===== config.mk =====
export PLATFORM = sky130hd
export DESIGN_NAME = mdzr_divider
export DESIGN_NICKNAME = d
export VERILOG_FILES = /design/src/rtl/mdzr_divider.sv
export SDC_FILE = /design/constraint.sdc
export NUM_CORES = 1
export LEC_CHECK = 0
export BUFFER_PORTS_ARGS = -buffer_cell sky130_fd_sc_hd__buf_4
export CAP_MARGIN = 20
export CORE_MARGIN = 5
export CORE_UTILIZATION = 54
export DETAILED_ROUTE_END_ITERATION = 12
export GPL_ROUTABILITY_DRIVEN = 0
export PLACE_DENSITY_LB_ADDON = 0.25
export SYNTH_ARGS = -nofsm -noshare
export SYNTH_HDL_FRONTEND = slang
export SYNTH_SLANG_ARGS = --single-unit

===== constraint.sdc =====
create_clock -name clock -period 4.61 [get_ports clock]
set_clock_uncertainty 0.2 [all_clocks]
set_input_delay 0.2305 -clock clock [delete_from_list [all_inputs] [get_ports clock]]
set_output_delay 0.2305 -clock clock [all_outputs]
set_load 0.02 [all_outputs]

===== src/rtl/mdzr_divider.sv =====
// iterative unsigned divider, one quotient bit per cycle
// 64-bit dividend by 16-bit divisor; depends on nothing
module mdzr_divider (
   input  logic        clock,
   input  logic        reset,
   input  logic        start,
   input  logic [63:0] dividend,
   input  logic [15:0] divisor,
   output logic        busy,
   output logic        done,
   output logic [63:0] quotient,
   output logic [15:0] remainder
);
   logic [63:0] quot_ff, quot_in;
   logic [16:0] rem_ff, rem_in;
   logic [6:0]  cnt_ff, cnt_in;
   logic        busy_ff, busy_in;
   logic        done_ff, done_in;
   logic [16:0] shifted;

   always_comb begin
      quot_in = quot_ff;
      rem_in  = rem_ff;
      cnt_in  = cnt_ff;
      busy_in = busy_ff;
      done_in = 1'b0;
      shifted = {rem_ff[15:0], quot_ff[63]};
      if (start) begin
         quot_in = dividend;
         rem_in  = '0;
         cnt_in  = 7'd64;
         busy_in = 1'b1;
      end else if (busy_ff) begin
         if (shifted >= {1'b0, divisor}) begin
            rem_in  = shifted - {1'b0, divisor};
            quot_in = {quot_ff[62:0], 1'b1};
         end else begin
            rem_in  = shifted;
            quot_in = {quot_ff[62:0], 1'b0};
         end
         cnt_in = cnt_ff - 7'd1;
         if (cnt_ff == 7'd1) begin
            busy_in = 1'b0;
            done_in = 1'b1;
         end
      end
   end

   always_ff @(posedge clock) begin
      quot_ff <= quot_in;
      rem_ff  <= rem_in;
      cnt_ff  <= cnt_in;
      if (reset) begin
         busy_ff <= 1'b0;
         done_ff <= 1'b0;
      end else begin
         busy_ff <= busy_in;
         done_ff <= done_in;
      end
   end

   assign busy      = busy_ff;
   assign done      = done_ff;
   assign quotient  = quot_ff;
   assign remainder = rem_ff[15:0];
endmodule


==> flow_summary.yaml <==
synthesis:
  syn_area_um2: 4730
  yosysWarnings: 0
  ys_types: 60
  synth-seq-cells: 89
  synth_edf_count: 64
  syn_nets: 504
  synth_cells: 402
  async_flop_share_pct: 0
  ys_seq_area_share_pct: 51.3
  syn_avg_cell_area_um2: 11.8
  synth_ff_type: "edfxtp_1"
floorplan:
  die_w_um: 104
  rows: 34
  dieHeight_um: 104
  die-area_um2: 10700
  coreArea_um2: 8640
  initial_core_util_pct: 54.7
  pin_count: 165
clock_tree:
  clock_latency_ns: 0.36
  cts_setup_buffers: 0
  clk_transition_reported_paths_ns: 0.10
  htreeDepth: 3
  cts_tree: "yes"
  cts_sinks: 89
  post_cts_resize_count: 0
  numCtsBuffers: 9
  clk_path_buf_depth: 2
  root_buffer: "clkbuf_8"
sta:
  slew_viol_final: 0
  hold_violations: 0
  rsz0062_at_grt: "false"
  finalSetupViolCount: 0
  final.setup.tns_ns: 0
  max_freq_mhz: 327
  hold_ws_ns: 0.0312
  maxSlewHeadroom_pct: 33.0
  finalCritPeriodShare_pct: 66.3
  layout_min_cycle_time_ns: 3.06
  fin_ws_ns: 1.55
  worstMarginPinSlew_ns: 1.00
detailed_routing:
  wirelength_mm: 14.2
  ant_nets: 0
  first_pass_iters: 4
  vias: 4105
  drt_iter0_markers: 200
  viasPerCell: 5.56
  drc: 0
  routedWlPerCell_um: 19.3
global_routing:
  grt_pass1_vias: 4282
  grt_pass1_wl_mm: 22.3
  track_usage_pct: 26.0
  grt_overflow: 0
  antenna_found_initial: 0
  grt_max_degree: 83
worst_setup_path:
  critPathBufInv: 0
  critPathArrivalTime_ns: 3.12
  crit_path_start_kind: "flop"
  worstSetupPathType: "flop to flop"
  crit_fanout: 22
  cp_data_required_time_ns: 4.67
  worstPathCellList: "ha_1 > nand4_1 > or4_1 > and3_4 > a31oi_4 > nand2_1 > o221ai_1"
  critPathCaptureType: "flop"
  slowest_stage: "a31oi_4"
  crit_path_max_incr_delay_ns: 0.55
  crit_family: "simple AND/OR/NAND/NOR gates"
cells_and_area:
  syn2layout_area_growth_pct: 45.0
  fin_util_pct: 79.4
  nNetsFinal: 727
  most-common-layout-cells: "168 x buf_4, 64 x dlygate4sd3_1, 64 x edfxtp_1, 63 x mux2_2, 30 x nand2_1"
  mostFrequentLayoutCell: "buf_4"
  drive_gt1_share_pct: 40.6
  antennaDiodeCount: 0
flow_run:
  maxCapViolCount: 0
power:
  max-vdd-ir-drop_v: 0.000227
  clkPwrFrac_pct: 24.7
  power_density_nw_per_um2: 304
  p_leak_nw: 2.92
  intPower_mw: 1.43
  sw_frac_of_total_pct: 31.3
  combPwrFrac_pct: 27.1
  power_switching_mw: 0.652
  pwr-share-seq_pct: 48.3
hold_path:
  holdCritPathClass: "input port to flop"
placed_design:
  portBuffers: 164
  place_hpwl_mm: 9.09
  preCtsSetupSlack_ns: 1.58
run_status:
  status: "finished clean"
==> what timing repair did <==
item | 4_1_cts | 5_1_grt
endpoints found under the setup margin | 0 | 0
hold buffers | 64 | 0
hold endpoints to repair | 65 | 0
==> final cells by class <==
| class | count | area (µm²) |
|---|---|---|
| Sequential cell | 89 | 2420 |
| Fill cell | 550 | 1780 |
| Multi-Input combinational cell | 270 | 2130 |
| Tap cell | 108 | 135 |
| Inverter | 23 | 86.3 |
| Clock inverter | 6 | 51.3 |
| Timing Repair Buffer | 232 | 1900 |
| Clock buffer | 10 | 128 |
==> flip-flops by register name, indices dropped and copies added (netlist names) <==
name,cells
quotient,64
rem_ff,16
cnt_ff,7
busy,1
done,1
==> metrics by stage <==
step / power [mW] / area [µm²] / std cells
2_1_floorplan: 1.31 / 4730 / 402
3_3_place_gp: 1.51 / 6030 / 658
3_5_place_dp: 1.53 / 6030 / 658
4_1_cts: 2.07 / 6850 / 738
5_1_grt: 2.17 / 6850 / 738
6_report: 2.09 / 6850 / 738
==> metal layers <==
| metal | routed length, µm | vias up | GRT usage (%) | part of all wire, % |
|---|---|---|---|---|
| li1 | - | 1944 | - | - |
| met1 | 5480 | 1959 | 30.7 | 39 |
| met2 | 7380 | 168 | 45.0 | 52 |
| met3 | 930 | 34 | 6.16 | 6.5 |
| met4 | 433 | 0 | 10.7 | 3.0 |
| met5 | 0 | - | 0 | 0 |
==> logic make-up after synthesis <==
| group | share of synthesized area [%] |
|---|---|
| buf+inv | 3.68 |
| flops | 51.3 |
| xor+xnor | 2.59 |
| fa+ha+maj | 5.19 |
| simple gates | 10.1 |
| mux | 15.6 |
| compound gates | 11.5 |
==> path summary, 6_finish.rpt <==
| kind | end | cells past startpoint | start | slack (ns) |
|---|---|---|---|---|
| worst max-delay path | rem_ff[14] | 7 | rem_ff[8] | 1.55 |
| worst min-delay path | quotient[17] | 2 | dividend[17] | 0.03 |
| worst max register to register | rem_ff[14] | 7 | rem_ff[8] | 1.55 |
| worst min register to register | cnt_ff[1] | 2 | cnt_ff[1] | 0.30 |
==> power by group through the flow <==
| stage | Clock, mW | Sequential, mW | Combinational [mW] |
|---|---|---|---|
| CTS | 0.513 | 1.00 | 0.553 |
| detailed placement | 0 | 1.02 | 0.508 |
| finish | 0.515 | 1.01 | 0.565 |
| global placement | 0 | 1.01 | 0.496 |
| floorplan | 0 | 1.09 | 0.218 |
| global route | 0.553 | 1.02 | 0.602 |
==> synthesized netlist by cell type (all sizes together) (2+ instances only) <==
cell type,instances,share of area (%)
nor4,5,0.66
dfxtp,25,11
a21oi,19,2.0
or2,2,0.26
a211o,3,0.56
or4,2,0.32
and3,4,0.64
nand4b,2,0.37
xnor2,9,1.7
o311a,2,0.42
and2,2,0.26
inv,22,1.7
nand2b,6,0.79
xor2,5,0.93
nor2,22,1.7
nand3b,2,0.32
o221ai,2,0.37
nand3,11,1.2
o21a,2,0.32
mux2,63,15
a32oi,2,0.37
nor3,3,0.32
nand2,30,2.4
a211oi,5,0.79
buf,5,0.64
a311oi,4,0.87
clkbuf,15,1.2
ha,18,4.8
mux2i,3,0.64
o21ai,8,0.93
a21o,7,1.1
nand4,2,0.40
o211ai,7,1.1
edfxtp,64,41
a31oi,3,0.71
==> worst register-to-register path, delay by kind of cell (launching register included) <==
family	cells	cell delay, ns
AOI/OAI and AO/OA	2	0.79
adders and majority gates	1	0.50
DFF	1	0.36
and+or+nand+nor	4	1.12
(Power assumes the default switching activity.)
